<file path="config.mk">
export PLATFORM = sky130hd
export DESIGN_NAME = dual_motor_ramped_pwm_duty_flat
export DESIGN_NICKNAME = d
export VERILOG_FILES = /design/src/hdl/dmrpd_pkg.sv /design/src/hdl/dmrpd_if.sv /design/src/hdl/dmrpd_bridge.sv /design/src/hdl/dual_motor_ramped_pwm_duty.sv /design/src/flat_wrapper.sv
export SDC_FILE = /design/constraint.sdc
export NUM_CORES = 1
export LEC_CHECK = 0
export BUFFER_PORTS_ARGS = -buffer_cell sky130_fd_sc_hd__buf_2
export CORE_ASPECT_RATIO = 1.75
export CORE_MARGIN = 2
export CORE_UTILIZATION = 55
export DETAILED_ROUTE_END_ITERATION = 12
export PLACE_DENSITY = 0.73
export SLEW_MARGIN = 20
export SYNTH_ARGS = -nofsm -noshare
export SYNTH_HDL_FRONTEND = slang
export SYNTH_SLANG_ARGS = --single-unit
</file>
<file path="constraint.sdc">
create_clock -name clk -period 15 [get_ports clk]
set_input_delay 0.75 -clock clk [delete_from_list [all_inputs] [get_ports clk]]
set_output_delay 0.75 -clock clk [all_outputs]
set_load 0.005 [all_outputs]
</file>
<file path="src/hdl/dmrpd_pkg.sv">
// Shared types, widths, codes and reset values for the dual motor ramped PWM duty block.
// Used by the channel interfaces, the bridge duty module and the top level.
`default_nettype none

package dmrpd_pkg;

	// Field and register widths.
	localparam int SPEED_W             = 12;
	localparam int DUTY_W              = 12;
	localparam int STEP_W              = 11;
	localparam int BASE_W              = 8;
	localparam int SCALE_W             = 6;
	localparam int ACTION_W            = 2;
	localparam int SPEED_FRACTION_BITS = 4;

	// Configuration port.
	localparam int CFG_INDEX_W = 2;
	localparam int CFG_DATA_W  = STEP_W;

	// Limits.
	localparam logic [DUTY_W-1:0]         DUTY_MAX  = 12'd4095;
	localparam logic signed [SPEED_W-1:0] SPEED_MAX = 12'sd2047;

	// Register reset values.
	localparam logic [STEP_W-1:0]  ACCEL_RESET = 11'd80;
	localparam logic [BASE_W-1:0]  BASE_RESET  = 8'd50;
	localparam logic [SCALE_W-1:0] SCALE_RESET = 6'd24;

	// Input word actions; the fourth code changes nothing.
	typedef enum logic [ACTION_W-1:0] {
		ACT_SET  = 2'd0,
		ACT_SLOW = 2'd1,
		ACT_TICK = 2'd2
	} action_t;

	// Configuration register indexes.
	typedef enum logic [CFG_INDEX_W-1:0] {
		REG_ACCEL = 2'd0,
		REG_BASE  = 2'd1,
		REG_SCALE = 2'd2
	} reg_index_t;

	// Duty settings handed to each bridge.
	typedef struct packed {
		logic [BASE_W-1:0]  base_duty;
		logic [SCALE_W-1:0] duty_per_percent;
	} duty_cfg_t;

endpackage

`default_nettype wire

</file>
<file path="src/hdl/dmrpd_if.sv">
// Valid/ready channel interfaces for the command words and the result words.
// Depends on dmrpd_pkg for field widths.
`default_nettype none

interface dmrpd_cmd_if;
	logic                                  valid;
	logic                                  ready;
	logic [dmrpd_pkg::ACTION_W-1:0]        action;
	logic                                  motor;
	logic signed [dmrpd_pkg::SPEED_W-1:0]  amount;

	modport source (output valid, action, motor, amount, input ready);
	modport sink   (input valid, action, motor, amount, output ready);
endinterface

interface dmrpd_res_if;
	logic                                  valid;
	logic                                  ready;
	logic signed [dmrpd_pkg::SPEED_W-1:0]  left_speed;
	logic signed [dmrpd_pkg::SPEED_W-1:0]  right_speed;
	logic [dmrpd_pkg::DUTY_W-1:0]          left_primary_duty;
	logic [dmrpd_pkg::DUTY_W-1:0]          left_secondary_duty;
	logic [dmrpd_pkg::DUTY_W-1:0]          right_primary_duty;
	logic [dmrpd_pkg::DUTY_W-1:0]          right_secondary_duty;

	modport source (output valid, left_speed, right_speed, left_primary_duty,
		left_secondary_duty, right_primary_duty, right_secondary_duty, input ready);
	modport sink   (input valid, left_speed, right_speed, left_primary_duty,
		left_secondary_duty, right_primary_duty, right_secondary_duty, output ready);
endinterface

`default_nettype wire

</file>
<file path="src/hdl/dmrpd_bridge.sv">
// H-bridge duty pair for one motor channel, derived from its signed speed.
// Depends on dmrpd_pkg for widths, the duty limit and the duty settings struct.
`default_nettype none

module dmrpd_bridge (
	input  wire dmrpd_pkg::duty_cfg_t                 cfg,
	input  wire logic signed [dmrpd_pkg::SPEED_W-1:0] speed,
	output logic [dmrpd_pkg::DUTY_W-1:0]              primary_duty,
	output logic [dmrpd_pkg::DUTY_W-1:0]              secondary_duty
);

	localparam int PROD_W   = dmrpd_pkg::SPEED_W + dmrpd_pkg::SCALE_W;
	localparam int SCALED_W = PROD_W - dmrpd_pkg::SPEED_FRACTION_BITS;
	localparam int SUM_W    = SCALED_W + 1;

	logic [dmrpd_pkg::SPEED_W-1:0] mag;
	logic [PROD_W-1:0]             product;
	logic [SCALED_W-1:0]           scaled;
	logic [SUM_W-1:0]              drive_sum;
	logic [dmrpd_pkg::DUTY_W-1:0]  drive_duty;
	logic [dmrpd_pkg::DUTY_W-1:0]  base_duty;
	logic                          forward;

	// Magnitude of the speed; the most negative speed still fits unsigned.
	assign mag = speed[dmrpd_pkg::SPEED_W-1] ? dmrpd_pkg::SPEED_W'(-speed)
		: dmrpd_pkg::SPEED_W'(speed);

	// Scale to duty counts, drop the fraction, add the base and saturate.
	assign product    = PROD_W'(mag) * PROD_W'(cfg.duty_per_percent);
	assign scaled     = product[PROD_W-1:dmrpd_pkg::SPEED_FRACTION_BITS];
	assign drive_sum  = SUM_W'(scaled) + SUM_W'(cfg.base_duty);
	assign drive_duty = (drive_sum > SUM_W'(dmrpd_pkg::DUTY_MAX)) ? dmrpd_pkg::DUTY_MAX
		: drive_sum[dmrpd_pkg::DUTY_W-1:0];
	assign base_duty  = dmrpd_pkg::DUTY_W'(cfg.base_duty);

	// The side of the direction of motion gets the drive duty; the other side holds the base duty.
	assign forward        = !speed[dmrpd_pkg::SPEED_W-1] && (speed != '0);
	assign primary_duty   = forward ? drive_duty : base_duty;
	assign secondary_duty = forward ? base_duty : drive_duty;

endmodule

`default_nettype wire

</file>
<file path="src/hdl/dual_motor_ramped_pwm_duty.sv">
// Stages: a command word passes through the input register and then the output register,
// the two stages, to become a result word.
// Throughput: one word per cycle while result words are taken; a stalled result word holds the
// input register, so only one more word is taken while it waits.
// Reset (arst_n low) clears targets and speeds and loads step 80, base 50, scale 24.
// Depends on dmrpd_pkg, dmrpd_if and dmrpd_bridge.
`default_nettype none

module dual_motor_ramped_pwm_duty (
	input  wire logic                                clk,
	input  wire logic                                arst_n,
	input  wire logic                                cfg_we,
	input  wire logic [dmrpd_pkg::CFG_INDEX_W-1:0]   cfg_index,
	input  wire logic [dmrpd_pkg::CFG_DATA_W-1:0]    cfg_data,
	dmrpd_cmd_if.sink                                cmd,
	dmrpd_res_if.source                              res
);

	localparam int SPEED_W = dmrpd_pkg::SPEED_W;
	localparam int WIDE_W  = SPEED_W + 2;

	// Configuration registers.
	logic [dmrpd_pkg::STEP_W-1:0]  accel_q;
	logic [dmrpd_pkg::BASE_W-1:0]  base_q;
	logic [dmrpd_pkg::SCALE_W-1:0] scale_q;

	// Input register.
	logic                           valid_s1;
	logic [dmrpd_pkg::ACTION_W-1:0] action_s1;
	logic                           motor_s1;
	logic signed [SPEED_W-1:0]      amount_s1;

	// Speed state.
	logic signed [SPEED_W-1:0] left_tgt_q, right_tgt_q, left_cur_q, right_cur_q;
	logic signed [SPEED_W-1:0] left_tgt_d, right_tgt_d, left_cur_d, right_cur_d;

	// Output register.
	logic                               res_valid_q;
	logic signed [SPEED_W-1:0]          left_speed_q, right_speed_q;
	logic [dmrpd_pkg::DUTY_W-1:0]       lp_duty_q, ls_duty_q, rp_duty_q, rs_duty_q;
	logic [dmrpd_pkg::DUTY_W-1:0]       lp_duty, ls_duty, rp_duty, rs_duty;

	dmrpd_pkg::duty_cfg_t duty_cfg;
	logic                 advance;

	// Move the current speed toward the target by at most one step.
	function automatic logic signed [SPEED_W-1:0] ramp(
		input logic signed [SPEED_W-1:0]       cur,
		input logic signed [SPEED_W-1:0]       tgt,
		input logic [dmrpd_pkg::STEP_W-1:0]    step
	);
		logic signed [WIDE_W-1:0] diff;
		logic signed [WIDE_W-1:0] step_w;
		logic signed [WIDE_W-1:0] res_w;
		diff   = WIDE_W'(tgt) - WIDE_W'(cur);
		step_w = $signed(WIDE_W'(step));
		if (diff > step_w) begin
			res_w = WIDE_W'(cur) + step_w;
		end else if (diff < -step_w) begin
			res_w = WIDE_W'(cur) - step_w;
		end else begin
			res_w = WIDE_W'(tgt);
		end
		return res_w[SPEED_W-1:0];
	endfunction

	// New target for a slow-down: only a channel moving forward is touched.
	function automatic logic signed [SPEED_W-1:0] slowed(
		input logic signed [SPEED_W-1:0] cur,
		input logic signed [SPEED_W-1:0] tgt,
		input logic signed [SPEED_W-1:0] dec
	);
		logic signed [WIDE_W-1:0] t;
		logic signed [SPEED_W-1:0] res_s;
		t = WIDE_W'(cur) - WIDE_W'(dec);
		if (cur <= 0) begin
			res_s = tgt;
		end else if (t < 0) begin
			res_s = '0;
		end else if (t > WIDE_W'(dmrpd_pkg::SPEED_MAX)) begin
			res_s = dmrpd_pkg::SPEED_MAX;
		end else begin
			res_s = t[SPEED_W-1:0];
		end
		return res_s;
	endfunction

	// Configuration writes; unknown indexes are ignored.
	always_ff @(posedge clk or negedge arst_n) begin
		if (!arst_n) begin
			accel_q <= dmrpd_pkg::ACCEL_RESET;
			base_q  <= dmrpd_pkg::BASE_RESET;
			scale_q <= dmrpd_pkg::SCALE_RESET;
		end else if (cfg_we) begin
			unique case (cfg_index)
				dmrpd_pkg::REG_ACCEL: accel_q <= cfg_data;
				dmrpd_pkg::REG_BASE:  base_q  <= cfg_data[dmrpd_pkg::BASE_W-1:0];
				dmrpd_pkg::REG_SCALE: scale_q <= cfg_data[dmrpd_pkg::SCALE_W-1:0];
				default: ;
			endcase
		end
	end

	// The input register moves on whenever the output register is free or being taken.
	assign advance   = valid_s1 && (!res_valid_q || res.ready);
	assign cmd.ready = !valid_s1 || advance;

	always_ff @(posedge clk or negedge arst_n) begin
		if (!arst_n) begin
			valid_s1 <= 1'b0;
		end else if (cmd.ready) begin
			valid_s1 <= cmd.valid;
		end
	end

	always_ff @(posedge clk) begin
		if (cmd.ready && cmd.valid) begin
			action_s1 <= cmd.action;
			motor_s1  <= cmd.motor;
			amount_s1 <= cmd.amount;
		end
	end

	// Next speed state for the word in the input register.
	always_comb begin
		left_tgt_d  = left_tgt_q;
		right_tgt_d = right_tgt_q;
		left_cur_d  = left_cur_q;
		right_cur_d = right_cur_q;
		case (action_s1)
			dmrpd_pkg::ACT_SET: begin
				if (motor_s1) begin
					right_tgt_d = amount_s1;
				end else begin
					left_tgt_d = amount_s1;
				end
			end
			dmrpd_pkg::ACT_SLOW: begin
				left_tgt_d  = slowed(left_cur_q, left_tgt_q, amount_s1);
				right_tgt_d = slowed(right_cur_q, right_tgt_q, amount_s1);
			end
			dmrpd_pkg::ACT_TICK: begin
				left_cur_d  = ramp(left_cur_q, left_tgt_q, accel_q);
				right_cur_d = ramp(right_cur_q, right_tgt_q, accel_q);
			end
			default: ;
		endcase
	end

	always_ff @(posedge clk or negedge arst_n) begin
		if (!arst_n) begin
			left_tgt_q  <= '0;
			right_tgt_q <= '0;
			left_cur_q  <= '0;
			right_cur_q <= '0;
		end else if (advance) begin
			left_tgt_q  <= left_tgt_d;
			right_tgt_q <= right_tgt_d;
			left_cur_q  <= left_cur_d;
			right_cur_q <= right_cur_d;
		end
	end

	// Bridge duties from the updated speeds.
	assign duty_cfg.base_duty        = base_q;
	assign duty_cfg.duty_per_percent = scale_q;

	dmrpd_bridge u_left_bridge (
		.cfg            (duty_cfg),
		.speed          (left_cur_d),
		.primary_duty   (lp_duty),
		.secondary_duty (ls_duty)
	);

	dmrpd_bridge u_right_bridge (
		.cfg            (duty_cfg),
		.speed          (right_cur_d),
		.primary_duty   (rp_duty),
		.secondary_duty (rs_duty)
	);

	// Output register.
	always_ff @(posedge clk or negedge arst_n) begin
		if (!arst_n) begin
			res_valid_q <= 1'b0;
		end else if (advance) begin
			res_valid_q <= 1'b1;
		end else if (res.ready) begin
			res_valid_q <= 1'b0;
		end
	end

	always_ff @(posedge clk) begin
		if (advance) begin
			left_speed_q  <= left_cur_d;
			right_speed_q <= right_cur_d;
			lp_duty_q     <= lp_duty;
			ls_duty_q     <= ls_duty;
			rp_duty_q     <= rp_duty;
			rs_duty_q     <= rs_duty;
		end
	end

	assign res.valid                = res_valid_q;
	assign res.left_speed           = left_speed_q;
	assign res.right_speed          = right_speed_q;
	assign res.left_primary_duty    = lp_duty_q;
	assign res.left_secondary_duty  = ls_duty_q;
	assign res.right_primary_duty   = rp_duty_q;
	assign res.right_secondary_duty = rs_duty_q;

`ifndef SYNTHESIS
	// A current speed changes only through a tick word leaving the input register.
	a_speed_only_on_tick: assert property (@(posedge clk) disable iff (!arst_n)
		(left_cur_q != $past(left_cur_q) || right_cur_q != $past(right_cur_q))
		|-> $past(advance && action_s1 == dmrpd_pkg::ACT_TICK))
		else $error("current speed changed without a tick");

	// A slow-down never leaves the left channel, when moving forward, with a negative target.
	a_slow_target_nonneg: assert property (@(posedge clk) disable iff (!arst_n)
		(advance && action_s1 == dmrpd_pkg::ACT_SLOW && left_cur_q > 0)
		|=> !left_tgt_q[SPEED_W-1])
		else $error("slow-down produced a negative target");

	// With the output register empty, a new word is always taken.
	a_ready_when_empty: assert property (@(posedge clk) disable iff (!arst_n)
		!res_valid_q |-> cmd.ready)
		else $error("input stalled with empty output register");
`endif

endmodule

`default_nettype wire
</file>
<file path="src/flat_wrapper.sv">
// flat-port wrapper written by rule: the top's interface ports become plain ports
module dual_motor_ramped_pwm_duty_flat 
  (clk, arst_n, cfg_we, cfg_index, cfg_data, cmd_valid, cmd_action, cmd_motor, cmd_amount, cmd_ready, res_valid, res_left_speed, res_right_speed, res_left_primary_duty, res_left_secondary_duty, res_right_primary_duty, res_right_secondary_duty, res_ready);
  dmrpd_cmd_if cmd_i ();
  dmrpd_res_if res_i ();
  input  wire logic clk;
  input  wire logic arst_n;
  input  wire logic cfg_we;
  input  wire logic [dmrpd_pkg::CFG_INDEX_W-1:0] cfg_index;
  input  wire logic [dmrpd_pkg::CFG_DATA_W-1:0] cfg_data;
  input wire logic [$bits(cmd_i.valid)-1:0] cmd_valid;
  input wire logic [$bits(cmd_i.action)-1:0] cmd_action;
  input wire logic [$bits(cmd_i.motor)-1:0] cmd_motor;
  input wire logic [$bits(cmd_i.amount)-1:0] cmd_amount;
  output wire logic [$bits(cmd_i.ready)-1:0] cmd_ready;
  output wire logic [$bits(res_i.valid)-1:0] res_valid;
  output wire logic [$bits(res_i.left_speed)-1:0] res_left_speed;
  output wire logic [$bits(res_i.right_speed)-1:0] res_right_speed;
  output wire logic [$bits(res_i.left_primary_duty)-1:0] res_left_primary_duty;
  output wire logic [$bits(res_i.left_secondary_duty)-1:0] res_left_secondary_duty;
  output wire logic [$bits(res_i.right_primary_duty)-1:0] res_right_primary_duty;
  output wire logic [$bits(res_i.right_secondary_duty)-1:0] res_right_secondary_duty;
  input wire logic [$bits(res_i.ready)-1:0] res_ready;
  assign cmd_i.valid = cmd_valid;
  assign cmd_i.action = cmd_action;
  assign cmd_i.motor = cmd_motor;
  assign cmd_i.amount = cmd_amount;
  assign cmd_ready = cmd_i.ready;
  assign res_valid = res_i.valid;
  assign res_left_speed = res_i.left_speed;
  assign res_right_speed = res_i.right_speed;
  assign res_left_primary_duty = res_i.left_primary_duty;
  assign res_left_secondary_duty = res_i.left_secondary_duty;
  assign res_right_primary_duty = res_i.right_primary_duty;
  assign res_right_secondary_duty = res_i.right_secondary_duty;
  assign res_i.ready = res_ready;
  dual_motor_ramped_pwm_duty u_core (.clk(clk), .arst_n(arst_n), .cfg_we(cfg_we), .cfg_index(cfg_index), .cfg_data(cfg_data), .cmd(cmd_i), .res(res_i));
endmodule
</file>
# == After elaboration in Yosys (flattened, before gate mapping) ==
# Index checks and enable logic that the tools add are counted.
# W data, S select, Z words.
# word_totals
out_inout_bits,74
register_bits,162
input_bits,33
elab_cells,104
# classes
eq_ne,8
mul,2
reduce_logical,21
order_cmp,12
add_sub_neg,13
muxes,26
# op_table
op,count
$mux W12,18
$sub A12 B12 Y13,4
$pmux W12 S2,2
$mul A12 B6 Y18,2
$mux W8,4
$add A14 B8 Y15,2
$gt A15 B12 Y1 const B,2
$gt A14 B12 Y1,2
$lt A14 B14 Y1,2
$gt A13 B12 Y1 const B,2
$lt A13 B1 Y1 const B,2
$add A12 B12 Y12,2
$le A12 B1 Y1 const B,2
$neg A12 Y12,2
$reduce_bool A12 Y1,2
$sub A12 B12 Y12,2
$neg A11 Y14,1
$reduce_and A4 Y1,2
$ne A2 B2 Y1 const B,3
$reduce_and A2 Y1,3
$eq A2 B1 Y1 const B,2
$eq A2 B2 Y1 const B,2
$logic_and A1 B1 Y1,4
$logic_not A1 Y1,4
5 further kinds,9

# == Logic depth before layout (Yosys ltp) ==
# depth
word_depth,12
depth_mapped,51

# == Modules after synthesis ==
# Synthesis repeated with hierarchy kept, for this count alone.
# unflattened
hier_cells,2066
hier_area_um2,18287.5
# modules_own_cells
module,area_per_inst_um2,instances,cells_each
dual_motor_ramped_pwm_duty,11662.4,1,1217
dmrpd_bridge at u_core.u_right_bridge,3325.7,1,422
dmrpd_bridge at u_core.u_left_bridge,3299.4,1,427

# == Worst setup path after synthesis ==
# OpenSTA, ideal clock, no wires.
# synth_timing
path_type,register -> register
from,register u_core.right_cur_q[1]
to,"register u_core.rs_duty_q, in the netlist u_core.res.right_secondary_duty[4], data pin"
stages_incl_launch_ff,48
path_buffers,1
t_arrival_ps,10042
slack_ps,4698
setup_time_ps,260
period_less_slack_ps,10302
cell_sequence,dfrtp_1 > inv_1 > ha_1 > nor2b_1 > o31a_1 > or2_2 > a31o_2 > a21oi_1 > xnor2_1 > ha_1 > and4_1 > a221oi_1 > o2111ai_1 > o211ai_1 > a21oi_2 > or3_1 > a21o_1 > o221ai_1 > [12 not listed] > a21o_1 > a21oi_1 > o21bai_1 > a21oi_1 > o21ai_0 > a21oi_1 > xnor2_1 > ha_1 > a21o_1 > a31oi_1 > nor3_1 > o21ai_1 > a211oi_2 > mux2i_1 > nor2_4 > buf_4 > nand2_1 > mux2_2
# synth_via
elab_chain_cells,12
word_cells_on_any_way,18
# synth_lines
item,line,source
from (decl),dual_motor_ramped_pwm_duty.sv:34,"logic signed [SPEED_W-1:0] left_tgt_q, right_tgt_q, left_cur_q, right_cur_q;"
from (signal assigned),dual_motor_ramped_pwm_duty.sv:160,right_cur_q <= right_cur_d;
$sub A12 B12 Y13,dual_motor_ramped_pwm_duty.sv:55,diff = WIDE_W'(tgt) - WIDE_W'(cur);
$lt A14 B14 Y1,dual_motor_ramped_pwm_duty.sv:59,end else if (diff < -step_w) begin
$mux W12,dual_motor_ramped_pwm_duty.sv:59,
$mux W12 *,dual_motor_ramped_pwm_duty.sv:57,if (diff > step_w) begin
$mux W12 *,dual_motor_ramped_pwm_duty.sv:130,case (action_s1)
net u_core.right_cur_d[2],dual_motor_ramped_pwm_duty.sv:35,"logic signed [SPEED_W-1:0] left_tgt_d, right_tgt_d, left_cur_d, right_cur_d;"
$neg A12 Y12,dmrpd_bridge.sv:25,assign mag = speed[dmrpd_pkg::SPEED_W-1] ? dmrpd_pkg::SPEED_W'(-speed)
$mux W12,dmrpd_bridge.sv:25,
$mul A12 B6 Y18,dmrpd_bridge.sv:29,assign product = PROD_W'(mag) * PROD_W'(cfg.duty_per_percent);
$add A14 B8 Y15,dmrpd_bridge.sv:31,assign drive_sum = SUM_W'(scaled) + SUM_W'(cfg.base_duty);
$gt A15 B12 Y1,dmrpd_bridge.sv:32,assign drive_duty = (drive_sum > SUM_W'(dmrpd_pkg::DUTY_MAX)) ? dmrpd_pkg::DUTY_MAX
$mux W12,dmrpd_bridge.sv:32,
$mux W8 *,dmrpd_bridge.sv:39,assign secondary_duty = forward ? base_duty : drive_duty;
"net u_core.rs_duty, one bit",dual_motor_ramped_pwm_duty.sv:41,"logic [dmrpd_pkg::DUTY_W-1:0] lp_duty, ls_duty, rp_duty, rs_duty;"
to (signal assigned),dual_motor_ramped_pwm_duty.sv:200,rs_duty_q <= rs_duty;
to (decl),dual_motor_ramped_pwm_duty.sv:40,"logic [dmrpd_pkg::DUTY_W-1:0] lp_duty_q, ls_duty_q, rp_duty_q, rs_duty_q;"
# The timed path passes the listed nets; every way through them passes the cells marked *.
# A chain may end at the register's enable or synchronous reset.

# == Worst setup path after layout ==
# layout_timing
from,register u_core.right_cur_q[1]
to,"register u_core.rs_duty_q, in the netlist u_core.res.right_secondary_duty[4], data pin"
# layout_via
elab_chain_cells,12
word_cells_on_any_way,18
# layout_lines
item,line
$sub A12 B12 Y13 *,dual_motor_ramped_pwm_duty.sv:55
$lt A14 B14 Y1,dual_motor_ramped_pwm_duty.sv:59
$mux W12,dual_motor_ramped_pwm_duty.sv:59
$mux W12 *,dual_motor_ramped_pwm_duty.sv:57
$mux W12 *,dual_motor_ramped_pwm_duty.sv:130
net u_core.right_cur_d[0],dual_motor_ramped_pwm_duty.sv:35
$neg A12 Y12,dmrpd_bridge.sv:25
$mux W12,dmrpd_bridge.sv:25
$mul A12 B6 Y18,dmrpd_bridge.sv:29
$add A14 B8 Y15,dmrpd_bridge.sv:31
$gt A15 B12 Y1,dmrpd_bridge.sv:32
$mux W12,dmrpd_bridge.sv:32
$mux W8 *,dmrpd_bridge.sv:39
"net u_core.rs_duty, one bit",dual_motor_ramped_pwm_duty.sv:41
# Marked as above.

==> metrics <==
top cell type by total area after synthesis edfxtp_1; Ys Warns 0; clk slew on worst S/H paths 0.08 ns; CP Capture Type flop; deepest clock path buffer count 2; CTS Hold Bufs 0; initial antenna violation count 0; crit path DAT 13.24 ns; GRT Total Usage 35.6%; post-synth cell types 101; Slowest cell on crit path o21ai_0; FMAX 76.8 MHz; register bit count reported by yosys 162; Post-synth EDFFs 87; gp weighted congestion 1.05; most frequent cell after synthesis inv_1; Worst-Margin Slew 1.14 ns; I/O Buffers 106; post-route setup TNS 0 ns; Avg Cell Area, Syn 8.85 sq um; Tcrit/Tclk final 86.8%; fin crit period 13.03 ns; Setup Fix Bufs, Post-CTS 0; Total Die Area 34300 sq um; Initial Util 55.8%; Die Y 244 microns; maximum number of pins on one net before global-route repair 67; Critical Path Fanout Max 15; DR iter-0 viols 1160; Max-slew headroom 21.8%; Worst path max stage delay 0.84 ns; vias per inst 6.26; Antenna Cells 0; final setup fails 0; floorplan row count 87; detailed placement HPWL 49100 microns; IO Count 107; clk root buf clkbuf_16; post-cts gate resize count 0; Max Cap Viol 0; layout cells sized above 1 11.2%; final hold vios 0; crit-path leading delay family compound AO/OA/AOI/OAI gates; hold_ws 0.111 ns; via count 15800; Area Growth Syn to Fin 8.40%; predominant post-synthesis flop cell edfxtp_1; WP data required 15.21 ns; core footprint 32300 sq um; reg-to-reg startpoint u_core.right_cur_q[1]; Design Area, Final 19600 sq um; crit start category flop; Synth area leaders edfxtp_1 (14%), ha_1 (14%), fa_1 (10%); H-tree Lvls 4; vias in the first global route 16300; Buf/Inv on CP 4; clk_lat worst skew 0.47 ns; clock skew 0.0138 ns; placed cell areas 18900 sq um; Sink Count 162; routed len/inst 24.0 microns; top cells by count, synth inv_1 (218), ha_1 (206), nand2_1 (186); DRT Pass-1 Iters 7; Hold WC Path Type in -> async; final wirelength 60800 microns; Yosys top cell area share 14.5%; first-pass GRT wire length 91200 microns; CTS tree built; Crit Path Category reg -> reg; total gr overflow 0; Final Max Tran Viols 0; Die X 141 microns; Cell Area, Synth 18000 sq um; worst slack, placed 2.56 ns; RSZ-0062 raised after global routing no; ys async rst share 46.3%; status finished clean; CTS buffer count 17; remaining antenna violation count 0; Syn Nets 2369; Nets 2447; crit path from u_core.right_cur_q[1]; DRC viols 0; Cells after Synth 2038; setup ws final 1.97 ns; Seq/Total Area, Yosys 24.9%
-- cell usage in the layout (no fill, tap or decap), types with 25 or more instances in the layout --
cell,count
a21oi_1,118
nand3_1,25
o221ai_1,25
nor3_1,32
fa_1,92
nor2b_1,36
inv_1,218
o21ai_0,79
a21o_1,30
ha_1,206
dfrtp_1,68
a31oi_1,36
nor2_1,160
xnor2_1,78
nand2b_1,33
nand2_1,186
and2_1,107
buf_2,105
edfxtp_1,87
xor2_1,25
-- metrics by stage --
step                util (%)  cells
floorplan                  -   2038
global placement        58.6   2497
detailed placement      58.6   2497
CTS                     60.5   2529
global route            60.5   2529
finish                  60.5   2529
-- state kept, by name, summed over array words and instances, names as in the netlist, 2 cells and up --
| name | flops |
|---|---|
| u_core.scale_q | 6 |
| u_core.res.right_speed | 12 |
| u_core.right_cur_q | 12 |
| u_core.accel_q | 11 |
| u_core.action_s1 | 2 |
| u_core.left_tgt_q | 12 |
| u_core.res.right_primary_duty | 12 |
| u_core.res.left_secondary_duty | 12 |
| u_core.res.left_speed | 12 |
| u_core.left_cur_q | 12 |
| u_core.right_tgt_q | 12 |
| u_core.base_q | 8 |
| u_core.res.left_primary_duty | 12 |
| u_core.res.right_secondary_duty | 12 |
| u_core.amount_s1 | 12 |
-- area by class of cell --
| cell class | instances | area, sq um |
|---|---|---|
| multi-input cells | 1591 | 12500 |
| flip-flops and latches | 162 | 4500 |
| repair buffers | 120 | 638 |
| clock buffers | 17 | 425 |
| inverters | 224 | 845 |
| well taps | 400 | 500 |
| clock inverters | 15 | 190 |
| fillers | 2890 | 12800 |
-- path summary, 6_finish.rpt --
check                                                           to  slack (ns)  depth (start not counted)
worst min-delay path                         u_core.right_cur_q[9]        0.11                          1
worst max register to register  u_core.res.right_secondary_duty[4]        1.97                         45
worst min register to register                    u_core.res.valid        0.51                          1
max in group asynchronous                        u_core.scale_q[2]       13.62                          2
min in group clk                               u_core.amount_s1[5]        0.45                          1
worst max-delay path            u_core.res.right_secondary_duty[4]        1.97                         45
-- kinds of logic after synthesis --
group	after synthesis	synth area share (%)
multiplexers	39	2.44
AND/OR/NAND/NOR	676	18.7
AO/OA/AOI/OAI	472	18.1
flip-flops	162	24.9
adder cells (fa/ha/maj)	299	24.6
XOR/XNOR	105	5.18
buffers and inverters	285	6.13
-- worst register-to-register path: cells and delay by family (launching register included) --
family / cells / cell delay [ns]
fa+ha+maj: 8 / 3.23
simple gates: 9 / 1.98
buf+inv: 4 / 0.39
flops: 1 / 0.74
mux: 2 / 0.53
xor+xnor: 2 / 0.49
compound gates: 20 / 5.41
-- routing by layer --
layer	vias up	GRT usage, %	share of wire, %
met3	299	4.76	4.2
met4	0	36.2	12
met2	639	64.5	51
met1	7595	32.9	32
met5	-	0	0
li1	7293	-	-
Power is left out: the tool's default activity adds up to more than one toggle a clock period on the data nets, which glitch-free logic cannot reach.
